==> src/rtl/acc_pkg.sv <==
package acc_pkg;

	typedef struct packed {
		logic [4:0] hour;
		logic [5:0] minute;
		logic [5:0] second;
	} tod_t;

	typedef struct packed {
		logic [3:0] thousands;
		logic [3:0] hundreds;
		logic [3:0] tens;
		logic [3:0] ones;
	} digits_t;

	localparam int unsigned HIST_W = 13;
	localparam logic [HIST_W-1:0] HIST_PRESS = 13'h1000;
	localparam logic [10:0] FREQ_LOW = 11'd871;
	localparam logic [10:0] FREQ_HIGH = 11'd1079;
	localparam logic [10:0] FREQ_RESET = 11'd887;
	localparam logic [3:0] VOLUME_RESET = 4'd5;
	localparam logic [3:0] VOLUME_MAX = 4'd15;
	localparam logic [5:0] SNOOZE_LONG = 6'd60;
	localparam logic [5:0] SNOOZE_SHORT = 6'd10;
	localparam tod_t CLOCK_RESET = '{hour: 5'd0, minute: 6'd59, second: 6'd50};
	localparam tod_t ALARM_RESET = '{hour: 5'd1, minute: 6'd0, second: 6'd0};

	localparam logic [3:0] MSG_NONE = 4'd0;
	localparam logic [3:0] MSG_SET_ALARM = 4'd1;
	localparam logic [3:0] MSG_NORMAL = 4'd2;
	localparam logic [3:0] MSG_SET_TIME = 4'd3;
	localparam logic [3:0] MSG_ALARM_RADIO = 4'd4;
	localparam logic [3:0] MSG_ALARM_TONE = 4'd5;
	localparam logic [3:0] MSG_ALARM_OFF = 4'd6;
	localparam logic [3:0] MSG_ALARM_ON = 4'd7;
	localparam logic [3:0] MSG_SNOOZE_ON = 4'd8;
	localparam logic [3:0] MSG_SNOOZE_NA = 4'd9;
	localparam logic [3:0] MSG_SNOOZE_1MIN = 4'd10;
	localparam logic [3:0] MSG_SNOOZE_10S = 4'd11;
	localparam logic [3:0] MSG_RADIO_ON = 4'd12;
	localparam logic [3:0] MSG_RADIO_OFF = 4'd13;
	localparam logic [3:0] MSG_12H = 4'd14;
	localparam logic [3:0] MSG_24H = 4'd15;

	function automatic tod_t hour_inc(tod_t t);
		tod_t r;
		r = t;
		r.hour = (t.hour == 5'd23) ? 5'd0 : t.hour + 5'd1;
		return r;
	endfunction

	function automatic tod_t hour_dec(tod_t t);
		tod_t r;
		r = t;
		r.hour = (t.hour == 5'd0) ? 5'd23 : t.hour - 5'd1;
		return r;
	endfunction

	function automatic tod_t min_inc(tod_t t);
		tod_t r;
		r = t;
		if (t.minute == 6'd59) begin
			r.minute = 6'd0;
			r = hour_inc(r);
		end else begin
			r.minute = t.minute + 6'd1;
		end
		return r;
	endfunction

	function automatic tod_t min_dec(tod_t t);
		tod_t r;
		r = t;
		if (t.minute == 6'd0) begin
			r.minute = 6'd59;
			r = hour_dec(r);
		end else begin
			r.minute = t.minute - 6'd1;
		end
		return r;
	endfunction

	function automatic tod_t sec_inc(tod_t t);
		tod_t r;
		r = t;
		if (t.second == 6'd59) begin
			r.second = 6'd0;
			r = min_inc(r);
		end else begin
			r.second = t.second + 6'd1;
		end
		return r;
	endfunction

endpackage

==> src/rtl/acc_debounce.sv <==
module acc_debounce #(
	parameter int BUTTON_COUNT = 8
) (
	input  logic       clk,
	input  logic       arst_n,
	input  logic       en,
	input  logic [7:0] levels,
	output logic [7:0] pressed
);
	for (genvar i = 0; i < 8; i++) begin : g_btn
		if (i < BUTTON_COUNT) begin : g_live
			logic [acc_pkg::HIST_W-1:0] hist_q;
			logic [acc_pkg::HIST_W-1:0] hist_d;
			assign hist_d = {hist_q[acc_pkg::HIST_W-2:0], levels[i]};
			assign pressed[i] = en && (hist_d == acc_pkg::HIST_PRESS);
			always_ff @(posedge clk or negedge arst_n) begin
				if (!arst_n) begin
					hist_q <= '0;
				end else if (en) begin
					hist_q <= hist_d;
				end
			end
		end else begin : g_absent
			assign pressed[i] = 1'b0;
		end
	end
endmodule

==> src/rtl/acc_display.sv <==
module acc_display (
	input  logic             freq_shown,
	input  logic             set_alarm,
	input  logic             twelve,
	input  logic [10:0]      freq,
	input  acc_pkg::tod_t    clock_tod,
	input  acc_pkg::tod_t    alarm_tod,
	output acc_pkg::digits_t digits
);
	// Split 0..99 into tens and ones by reciprocal multiply.
	function automatic logic [7:0] split99(logic [6:0] v);
		logic [13:0] p;
		logic [3:0] t;
		logic [6:0] o;
		p = v * 7'd103;
		t = p[13:10];
		o = v - 7'(t) * 7'd10;
		return {t, o[3:0]};
	endfunction

	acc_pkg::tod_t src;
	logic [4:0] hr;
	logic [7:0] hd, md, fd;
	logic       f_th;
	logic [9:0] f_rem;
	logic [21:0] f_prod;
	logic [3:0] f_hu;
	logic [9:0] f_low;
	acc_pkg::digits_t raw;

	always_comb begin
		src = set_alarm ? alarm_tod : clock_tod;
		hr = (twelve && src.hour >= 5'd12) ? src.hour - 5'd12 : src.hour;
		hd = split99({2'b00, hr});
		md = split99({1'b0, src.minute});
		f_th = (freq >= 11'd1000);
		f_rem = f_th ? 10'(freq - 11'd1000) : freq[9:0];
		f_prod = f_rem * 12'd41;
		f_hu = f_prod[15:12];
		f_low = f_rem - 10'(f_hu) * 10'd100;
		fd = split99(f_low[6:0]);
		if (freq_shown) begin
			raw = '{thousands: {3'b000, f_th}, hundreds: f_hu, tens: fd[7:4], ones: fd[3:0]};
		end else begin
			raw = '{thousands: hd[7:4], hundreds: hd[3:0], tens: md[7:4], ones: md[3:0]};
		end
		digits = raw;
		// Show a leading 00 as 12 in twelve hour mode
		if (twelve && raw.thousands == 4'd0 && raw.hundreds == 4'd0) begin
			digits.thousands = 4'd1;
			digits.hundreds = 4'd2;
		end
	end
endmodule

==> src/rtl/alarm_clock_controller.sv <==
// Alarm clock controller. Each accepted input word is one timer tick carrying raw button
// levels and two quadrature knob pairs; each tick yields exactly one output word with the
// four display digits, colon, tone and radio state, tuned frequency, volume, a status
// message and a radio command strobe. Buttons debounce over a 13-sample history, the
// seconds-of-day clock advances every TICKS_PER_SECOND ticks, and time is held as
// hour/minute/second fields so the display needs no divider. A tick enters an input
// register, passes one layer of state-update and digit logic, and lands in the output
// register once that register is empty or being read out, and one word per cycle is
// sustained while out_ready stays high. While a finished result waits on out_ready the
// input register takes one more word, then in_ready drops until the result leaves.
module alarm_clock_controller #(
	parameter int TICKS_PER_SECOND = 128,
	parameter int BUTTON_COUNT = 8
) (
	input  logic        clk,
	input  logic        arst_n,
	input  logic        in_valid,
	output logic        in_ready,
	input  logic [7:0]  button_levels,
	input  logic [3:0]  knob_bits,
	output logic        out_valid,
	input  logic        out_ready,
	output logic [3:0]  digit_thousands,
	output logic [3:0]  digit_hundreds,
	output logic [3:0]  digit_tens,
	output logic [3:0]  digit_ones,
	output logic        colon_lit,
	output logic        tone_sounding,
	output logic        radio_enabled,
	output logic [10:0] tuned_frequency,
	output logic [3:0]  volume_level,
	output logic [3:0]  status_message,
	output logic        radio_command
);
	localparam int TW = $clog2(TICKS_PER_SECOND + 1);
	localparam logic [TW-1:0] TICK_HALF = TW'(TICKS_PER_SECOND / 2);
	localparam logic [TW-1:0] TICK_FULL = TW'(TICKS_PER_SECOND);

	// Input register
	logic       v_s1;
	logic [7:0] levels_s1;
	logic [3:0] knobs_s1;
	logic       adv;

	assign adv = v_s1 && (!out_valid || out_ready);
	assign in_ready = !v_s1 || adv;

	always_ff @(posedge clk or negedge arst_n) begin
		if (!arst_n) begin
			v_s1 <= 1'b0;
		end else if (in_ready) begin
			v_s1 <= in_valid;
		end
	end

	always_ff @(posedge clk) begin
		if (in_ready && in_valid) begin
			levels_s1 <= button_levels;
			knobs_s1 <= knob_bits;
		end
	end

	// State
	logic [TW-1:0] tick_q, tick_d;
	acc_pkg::tod_t clock_q, clock_d, alarm_q, alarm_d;
	logic set_time_q, set_time_d, set_alarm_q, set_alarm_d;
	logic set_volume_q, set_volume_d, set_radio_q, set_radio_d;
	logic radio_on_q, radio_on_d, alarm_radio_q, alarm_radio_d;
	logic twelve_q, twelve_d, armed_q, armed_d, colon_q, colon_d;
	logic [5:0] snooze_q, snooze_d;
	logic [3:0] volume_q, volume_d;
	logic [10:0] freq_q, freq_d;
	logic [3:0] knob_prev_q;
	logic [1:0] fsc_q, fsc_d;
	logic playing_q, playing_d, shown_q, shown_d, long_q, long_d;
	logic tone_q, tone_d, live_q, live_d;
	logic [3:0] msg_d;
	logic cmd_d;
	logic [7:0] pressed;
	logic up1, dn1, up2, dn2;
	acc_pkg::digits_t digits;

	acc_debounce #(.BUTTON_COUNT(BUTTON_COUNT)) u_debounce (
		.clk(clk), .arst_n(arst_n), .en(adv), .levels(levels_s1), .pressed(pressed)
	);

	assign up1 = knobs_s1[1:0] == 2'b01 && knob_prev_q[1:0] == 2'b00;
	assign dn1 = knobs_s1[1:0] == 2'b11 && knob_prev_q[1:0] == 2'b10;
	assign up2 = knobs_s1[3:2] == 2'b01 && knob_prev_q[3:2] == 2'b00;
	assign dn2 = knobs_s1[3:2] == 2'b11 && knob_prev_q[3:2] == 2'b10;

	always_comb begin
		tick_d = tick_q; clock_d = clock_q; alarm_d = alarm_q;
		set_time_d = set_time_q; set_alarm_d = set_alarm_q;
		set_volume_d = set_volume_q; set_radio_d = set_radio_q;
		radio_on_d = radio_on_q; alarm_radio_d = alarm_radio_q;
		twelve_d = twelve_q; armed_d = armed_q; colon_d = colon_q;
		snooze_d = snooze_q; volume_d = volume_q; freq_d = freq_q; fsc_d = fsc_q;
		playing_d = playing_q; shown_d = shown_q; long_d = long_q;
		tone_d = tone_q; live_d = live_q;
		msg_d = acc_pkg::MSG_NONE; cmd_d = 1'b0;

		// Half second: drop the colon, age the frequency display
		if (tick_d == TICK_HALF) begin
			colon_d = 1'b0;
			if (fsc_d < 2'd2) fsc_d = fsc_d + 2'd1;
			if (fsc_d == 2'd2) shown_d = 1'b0;
		end
		// Full second: advance the clock and run the snooze down, restarting an armed alarm at zero
		if (tick_d == TICK_FULL) begin
			colon_d = 1'b1;
			tick_d = '0;
			clock_d = acc_pkg::sec_inc(clock_d);
			if (snooze_d != 6'd0) begin
				tone_d = 1'b0;
				snooze_d = snooze_d - 6'd1;
				if (snooze_d == 6'd0 && armed_d) begin
					if (!alarm_radio_d) begin
						live_d = 1'b0;
						tone_d = 1'b1;
					end else begin
						live_d = 1'b1;
					end
					playing_d = 1'b1;
					cmd_d = 1'b1;
				end
			end
		end
		tick_d = tick_d + TW'(1);
		if (set_alarm_d || set_time_d) colon_d = 1'b1;

		// Buttons, lowest first; the last message wins
		if (pressed[0] && !set_time_d && !shown_d) begin
			set_alarm_d = !set_alarm_d;
			set_volume_d = !set_alarm_d;
			set_radio_d = !set_alarm_d;
			msg_d = set_alarm_d ? acc_pkg::MSG_SET_ALARM : acc_pkg::MSG_NORMAL;
		end
		if (pressed[1] && !set_alarm_d && !shown_d) begin
			set_time_d = !set_time_d;
			set_volume_d = !set_time_d;
			set_radio_d = !set_time_d;
			msg_d = set_time_d ? acc_pkg::MSG_SET_TIME : acc_pkg::MSG_NORMAL;
		end
		if (pressed[2]) begin
			alarm_radio_d = !alarm_radio_d;
			msg_d = alarm_radio_d ? acc_pkg::MSG_ALARM_RADIO : acc_pkg::MSG_ALARM_TONE;
		end
		if (pressed[3] && !playing_d) begin
			if (armed_d) begin
				armed_d = 1'b0;
				msg_d = acc_pkg::MSG_ALARM_OFF;
				if (!alarm_radio_d) begin
					tone_d = 1'b0;
				end else begin
					live_d = 1'b0;
					radio_on_d = 1'b0;
					cmd_d = 1'b1;
				end
			end else begin
				armed_d = 1'b1;
				msg_d = acc_pkg::MSG_ALARM_ON;
			end
		end
		if (pressed[4]) begin
			if (playing_d && armed_d) begin
				playing_d = 1'b0;
				snooze_d = long_d ? acc_pkg::SNOOZE_LONG : acc_pkg::SNOOZE_SHORT;
				msg_d = acc_pkg::MSG_SNOOZE_ON;
			end else begin
				msg_d = acc_pkg::MSG_SNOOZE_NA;
			end
		end
		if (pressed[5]) begin
			long_d = !long_d;
			msg_d = long_d ? acc_pkg::MSG_SNOOZE_1MIN : acc_pkg::MSG_SNOOZE_10S;
		end
		if (pressed[6] && !playing_d) begin
			radio_on_d = !radio_on_d;
			live_d = radio_on_d;
			cmd_d = 1'b1;
			msg_d = radio_on_d ? acc_pkg::MSG_RADIO_ON : acc_pkg::MSG_RADIO_OFF;
		end
		if (pressed[7]) begin
			twelve_d = !twelve_d;
			msg_d = twelve_d ? acc_pkg::MSG_12H : acc_pkg::MSG_24H;
		end

		// Knob one: hours and volume
		if (up1) begin
			if (set_time_d) clock_d = acc_pkg::hour_inc(clock_d);
			if (set_alarm_d) alarm_d = acc_pkg::hour_inc(alarm_d);
			if (set_volume_d && volume_d < acc_pkg::VOLUME_MAX) volume_d = volume_d + 4'd1;
		end
		if (dn1) begin
			if (set_time_d) clock_d = acc_pkg::hour_dec(clock_d);
			if (set_alarm_d) alarm_d = acc_pkg::hour_dec(alarm_d);
			if (set_volume_d && volume_d != 4'd0) volume_d = volume_d - 4'd1;
		end
		// Knob two: minutes and tuning
		if (up2) begin
			if (set_time_d) clock_d = acc_pkg::min_inc(clock_d);
			if (set_alarm_d) alarm_d = acc_pkg::min_inc(alarm_d);
			if (set_radio_d) begin
				freq_d = (freq_d + 11'd2 > acc_pkg::FREQ_HIGH) ? acc_pkg::FREQ_LOW
					: freq_d + 11'd2;
				fsc_d = 2'd0;
				shown_d = 1'b1;
				live_d = radio_on_d;
				cmd_d = 1'b1;
			end
		end
		if (dn2) begin
			if (set_time_d) clock_d = acc_pkg::min_dec(clock_d);
			if (set_alarm_d) alarm_d = acc_pkg::min_dec(alarm_d);
			if (set_radio_d) begin
				freq_d = (freq_d < acc_pkg::FREQ_LOW + 11'd2) ? acc_pkg::FREQ_HIGH
					: freq_d - 11'd2;
				fsc_d = 2'd0;
				shown_d = 1'b1;
				live_d = radio_on_d;
				cmd_d = 1'b1;
			end
		end

		// Alarm match, checked every tick
		if (armed_d && clock_d == alarm_d) begin
			if (!alarm_radio_d) begin
				live_d = 1'b0;
				tone_d = 1'b1;
			end else begin
				live_d = 1'b1;
				radio_on_d = 1'b1;
			end
			playing_d = 1'b1;
			cmd_d = 1'b1;
		end
	end

	acc_display u_display (
		.freq_shown(shown_d), .set_alarm(set_alarm_d), .twelve(twelve_d), .freq(freq_d),
		.clock_tod(clock_d), .alarm_tod(alarm_d), .digits(digits)
	);

	always_ff @(posedge clk or negedge arst_n) begin
		if (!arst_n) begin
			tick_q <= '0;
			clock_q <= acc_pkg::CLOCK_RESET;
			alarm_q <= acc_pkg::ALARM_RESET;
			set_time_q <= 1'b0; set_alarm_q <= 1'b0;
			set_volume_q <= 1'b1; set_radio_q <= 1'b1;
			radio_on_q <= 1'b0; alarm_radio_q <= 1'b0;
			twelve_q <= 1'b0; armed_q <= 1'b0; colon_q <= 1'b1;
			snooze_q <= '0;
			volume_q <= acc_pkg::VOLUME_RESET;
			freq_q <= acc_pkg::FREQ_RESET;
			knob_prev_q <= '0;
			fsc_q <= '0;
			playing_q <= 1'b0; shown_q <= 1'b0; long_q <= 1'b0;
			tone_q <= 1'b0; live_q <= 1'b0;
		end else if (adv) begin
			tick_q <= tick_d; clock_q <= clock_d; alarm_q <= alarm_d;
			set_time_q <= set_time_d; set_alarm_q <= set_alarm_d;
			set_volume_q <= set_volume_d; set_radio_q <= set_radio_d;
			radio_on_q <= radio_on_d; alarm_radio_q <= alarm_radio_d;
			twelve_q <= twelve_d; armed_q <= armed_d; colon_q <= colon_d;
			snooze_q <= snooze_d; volume_q <= volume_d; freq_q <= freq_d;
			knob_prev_q <= knobs_s1;
			fsc_q <= fsc_d;
			playing_q <= playing_d; shown_q <= shown_d; long_q <= long_d;
			tone_q <= tone_d; live_q <= live_d;
		end
	end

	// Result register: hold the word until out_ready takes it
	always_ff @(posedge clk or negedge arst_n) begin
		if (!arst_n) begin
			out_valid <= 1'b0;
		end else if (adv) begin
			out_valid <= 1'b1;
		end else if (out_ready) begin
			out_valid <= 1'b0;
		end
	end

	always_ff @(posedge clk) begin
		if (adv) begin
			digit_thousands <= digits.thousands;
			digit_hundreds <= digits.hundreds;
			digit_tens <= digits.tens;
			digit_ones <= digits.ones;
			colon_lit <= colon_d;
			tone_sounding <= tone_d;
			radio_enabled <= live_d;
			tuned_frequency <= freq_d;
			volume_level <= volume_d;
			status_message <= msg_d;
			radio_command <= cmd_d;
		end
	end
endmodule

==> config.mk <==
export PLATFORM = sky130hd
export DESIGN_NAME = alarm_clock_controller
export DESIGN_NICKNAME = d
export VERILOG_FILES = /design/src/rtl/acc_pkg.sv /design/src/rtl/acc_debounce.sv /design/src/rtl/acc_display.sv /design/src/rtl/alarm_clock_controller.sv
export SDC_FILE = /design/constraint.sdc
export NUM_CORES = 1
export LEC_CHECK = 0
export ABC_AREA = 1
export BUFFER_PORTS_ARGS = -buffer_cell sky130_fd_sc_hd__buf_2
export CAP_MARGIN = 40
export CORE_UTILIZATION = 64
export DETAILED_ROUTE_END_ITERATION = 10
export PLACE_DENSITY = 0.82
export SYNTH_ARGS = -nofsm -noshare
export SYNTH_HDL_FRONTEND = slang
export SYNTH_HIERARCHICAL = 1
export SYNTH_SLANG_ARGS = --single-unit
export TNS_END_PERCENT = 1
==> constraint.sdc <==
create_clock -name clk -period 15.15 [get_ports clk]
set_input_delay 1.515 -clock clk [delete_from_list [all_inputs] [get_ports clk]]
set_output_delay 1.515 -clock clk [all_outputs]
set_load 0.02 [all_outputs]
==> impl_results.md <==
- Outcome: finished with violations
- Failing checks: DRC
- Maximum root-to-sink buffer count: 3
- Fill count: around 2100
- CP max stage delay: roughly 0.53 ns
- Post-Route WL: around 38 mm
- Hold_sp: u_debounce/g_btn[0].g_live.hist_q[7]$_DFFE_PN0P_
- Area growth, synth to finish: 8.37%
- Share of layout cells above drive strength 1: 0.135
- # setup viols final: 0
- Finished Cell Area: about 19000 um^2
- Pwr/cell area: approximately 170 nW/um^2
- Routability congestion estimate: approximately 0.9
- Placement Cell Area: about 18000 um^2
- Max Cap Viol: 0
- Std-Cell Rows: between 50 and 60
- All-Layer GR Usage: 0.279
- I/O pin count: 57
- Fmax: ~0.07 GHz
- Die Wd: about 170 um
- Final nets: approximately 2500
- Worst path bufs/invs: 19
- Synth warnings: 6
- Final Slew Violations: 0
- Via count: 14600
- Core area: 26300 um^2
- DRT iter0 DRCs: 1347
- Vias per cell: 5.51
- Port Buffers: 56
- Global route overflow: 0
- N_diodes: 0
- Largest net degree at the start of global routing: 76
- Final min period: about 14 ns
- CTS tree: built
- Fin crit share: 0.932
- Data required time of the worst path: 15.43 ns
- CP Max Fanout: 42
- WS Path Type: in -> reg
- Avg Inst Size Synth: 7.72 um^2
- CTS Hold Bufs: 0
- DRC Markers: 4
- Most frequent CP cell: ha_1
- Hpwl dp: 28.5 mm
- Crit path launch: out_ready
- Mapped cell area: 17300 um^2
- Initial Util: 0.659
- Htree depth: 1
- Post-place setup slack: between 0.4 and 0.5 ns
- Die H: between 150 and 200 um
- Drt first pass iters: 9
- Initial antenna violation count: 0
- Crit start category: input pin
- Total clock sinks: between 200 and 250
- Worst Clk Skew: about 0.02 ns
- Max VDD drop: 106 uV
- Min-delay worst type: reg -> reg
- First-pass GRT wire length: ~65 mm
- Clk Latency, worst-skew pair: 0.54 ns
- Final WS setup: 1.03 ns
- CTS Root Cell: clkbuf_16
- Slowest cell on crit path: fa_1
- CP endpoint kind: flip-flop
- Slew @ Worst Pin: 0.823 ns
- Clock-pin slew on the worst setup and hold paths: 0.06 ns
- Total leakage power: approximately 9.9 nW
- Number of CTS-inserted buffers: 26
- Die area: about 28000 um^2
- Vias in the first global route: 14200
- Delay-heaviest family, CP: adder cells
- Wire length per cell: between 10 and 15 um
- Cells after synthesis: 2243
- DRT antenna net count: 0
- Rel. slew slack: 0.446
- Worst reg2reg startpoint: out_valid$_DFFE_PN0P_
- Endpoints failing hold: 0
- Critical Path AT: between 10 and 15 ns
worst paths after layout:
kind | end | cells after the start | slack [ns]
max | digit_ones[3]$_DFFE_PP_ | 87 | 1.03
min | u_debounce/g_btn[0].g_live.hist_q[8]$_DFFE_PN0P_ | 2 | 0.48
max reg2reg | digit_ones[3]$_DFFE_PP_ | 85 | 1.71
min reg2reg | u_debounce/g_btn[0].g_live.hist_q[8]$_DFFE_PN0P_ | 2 | 0.48
max in group asynchronous | alarm_q[12]$_DFFE_PN1P_ | 4 | 12.82
min in group asynchronous | u_debounce/g_btn[0].g_live.hist_q[11]$_DFFE_PN0P_ | 1 | 0.89
worst register-to-register path: cells and delay by family, from the launching register on:
family / cells / cell delay [ns]
AND/OR/NAND/NOR: 41 / 4.79
adder cells (fa/ha/maj): 16 / 4.79
buffers and inverters: 17 / 1.73
AO/OA/AOI/OAI: 10 / 1.35
flip-flops: 1 / 0.39
XOR/XNOR: 1 / 0.16
flip-flops by register name, summed over array words and instances (netlist names), 2 cells and up:
| register | flops |
|---|---|
| digit_ones | 4 |
| freq_q | 11 |
| fsc_q | 2 |
| u_debounce/g_btn.g_live.hist_q | 96 |
| knob_prev_q | 4 |
| alarm_q | 11 |
| levels_s1 | 8 |
| volume_level | 4 |
| digit_tens | 4 |
| knobs_s1 | 4 |
| tuned_frequency | 11 |
| status_message | 4 |
| digit_thousands | 4 |
| volume_q | 4 |
| tick_q | 8 |
| digit_hundreds | 4 |
| snooze_q | 6 |
| clock_q | 17 |
through the flow:
stage,TNS (ns),power [mW],hold slack [ns],instances,util
2_1_floorplan,0,2.16,0.448,2244,-
3_3_place_gp,0,2.45,0.455,2596,0.677
3_5_place_dp,0,2.54,0.471,2599,0.680
4_1_cts,0,3.20,0.486,2647,0.713
5_1_grt,-0.0347,3.50,0.503,2647,0.714
6_report,0,3.20,0.481,2647,0.714
repair_timing:
action,in CTS,in global routing
setup endpoints to repair,0,1
hold endpoints to repair,0,0
resized for setup,0,5
buffers inserted,0,0
layout make-up:
cell class                      count  area [um^2]  share of cell area
Inverter                          382         1450              0.0772
Timing Repair Buffer               67          422              0.0225
Tap cell                          335          419              0.0223
Multi-Input combinational cell   1589         9660               0.515
Clock inverter                      6         93.8             0.00500
Clock buffer                       42          783              0.0417
Sequential cell                   226         5940               0.316
report_power, final:
group          switching [mW]  internal [mW]  total, mW
registers               0.115          0.830      0.946
logic                    1.03          0.587       1.61
clock network           0.251          0.388      0.639
metal layers:
| layer | vias up | global-route usage | part of all wire |
|---|---|---|---|
| li1 | 7271 | - | - |
| met1 | 6839 | 0.370 | 0.44 |
| met2 | 404 | 0.480 | 0.48 |
| met3 | 64 | 0.0356 | 0.057 |
| met4 | 0 | 0.0765 | 0.022 |
| met5 | - | 0 | 0 |
placed cells by master, fill, tap and decap left out, types with 7 or more instances in the layout:
master and n:
fa_1 27, nor2_2 13, nand4_1 41, a21oi_1 36
dfstp_2 22, o21ai_2 21, or2_2 14, nand3_1 121
nand2_2 47, edfxtp_1 51, nor3_1 16, clkbuf_16 28
nand3b_1 11, nand3_2 16, o21ai_0 167, buf_2 55
nand2_4 11, nand3_4 7, dfrtp_1 153, ha_1 152
nand2_1 547, buf_4 8, clkbuf_1 11, o21ai_1 22
xnor2_1 13, nor2_1 179, inv_1 353, inv_2 26
xor2_1 46, nor2_4 19
Power figures use the tool's default switching activity.
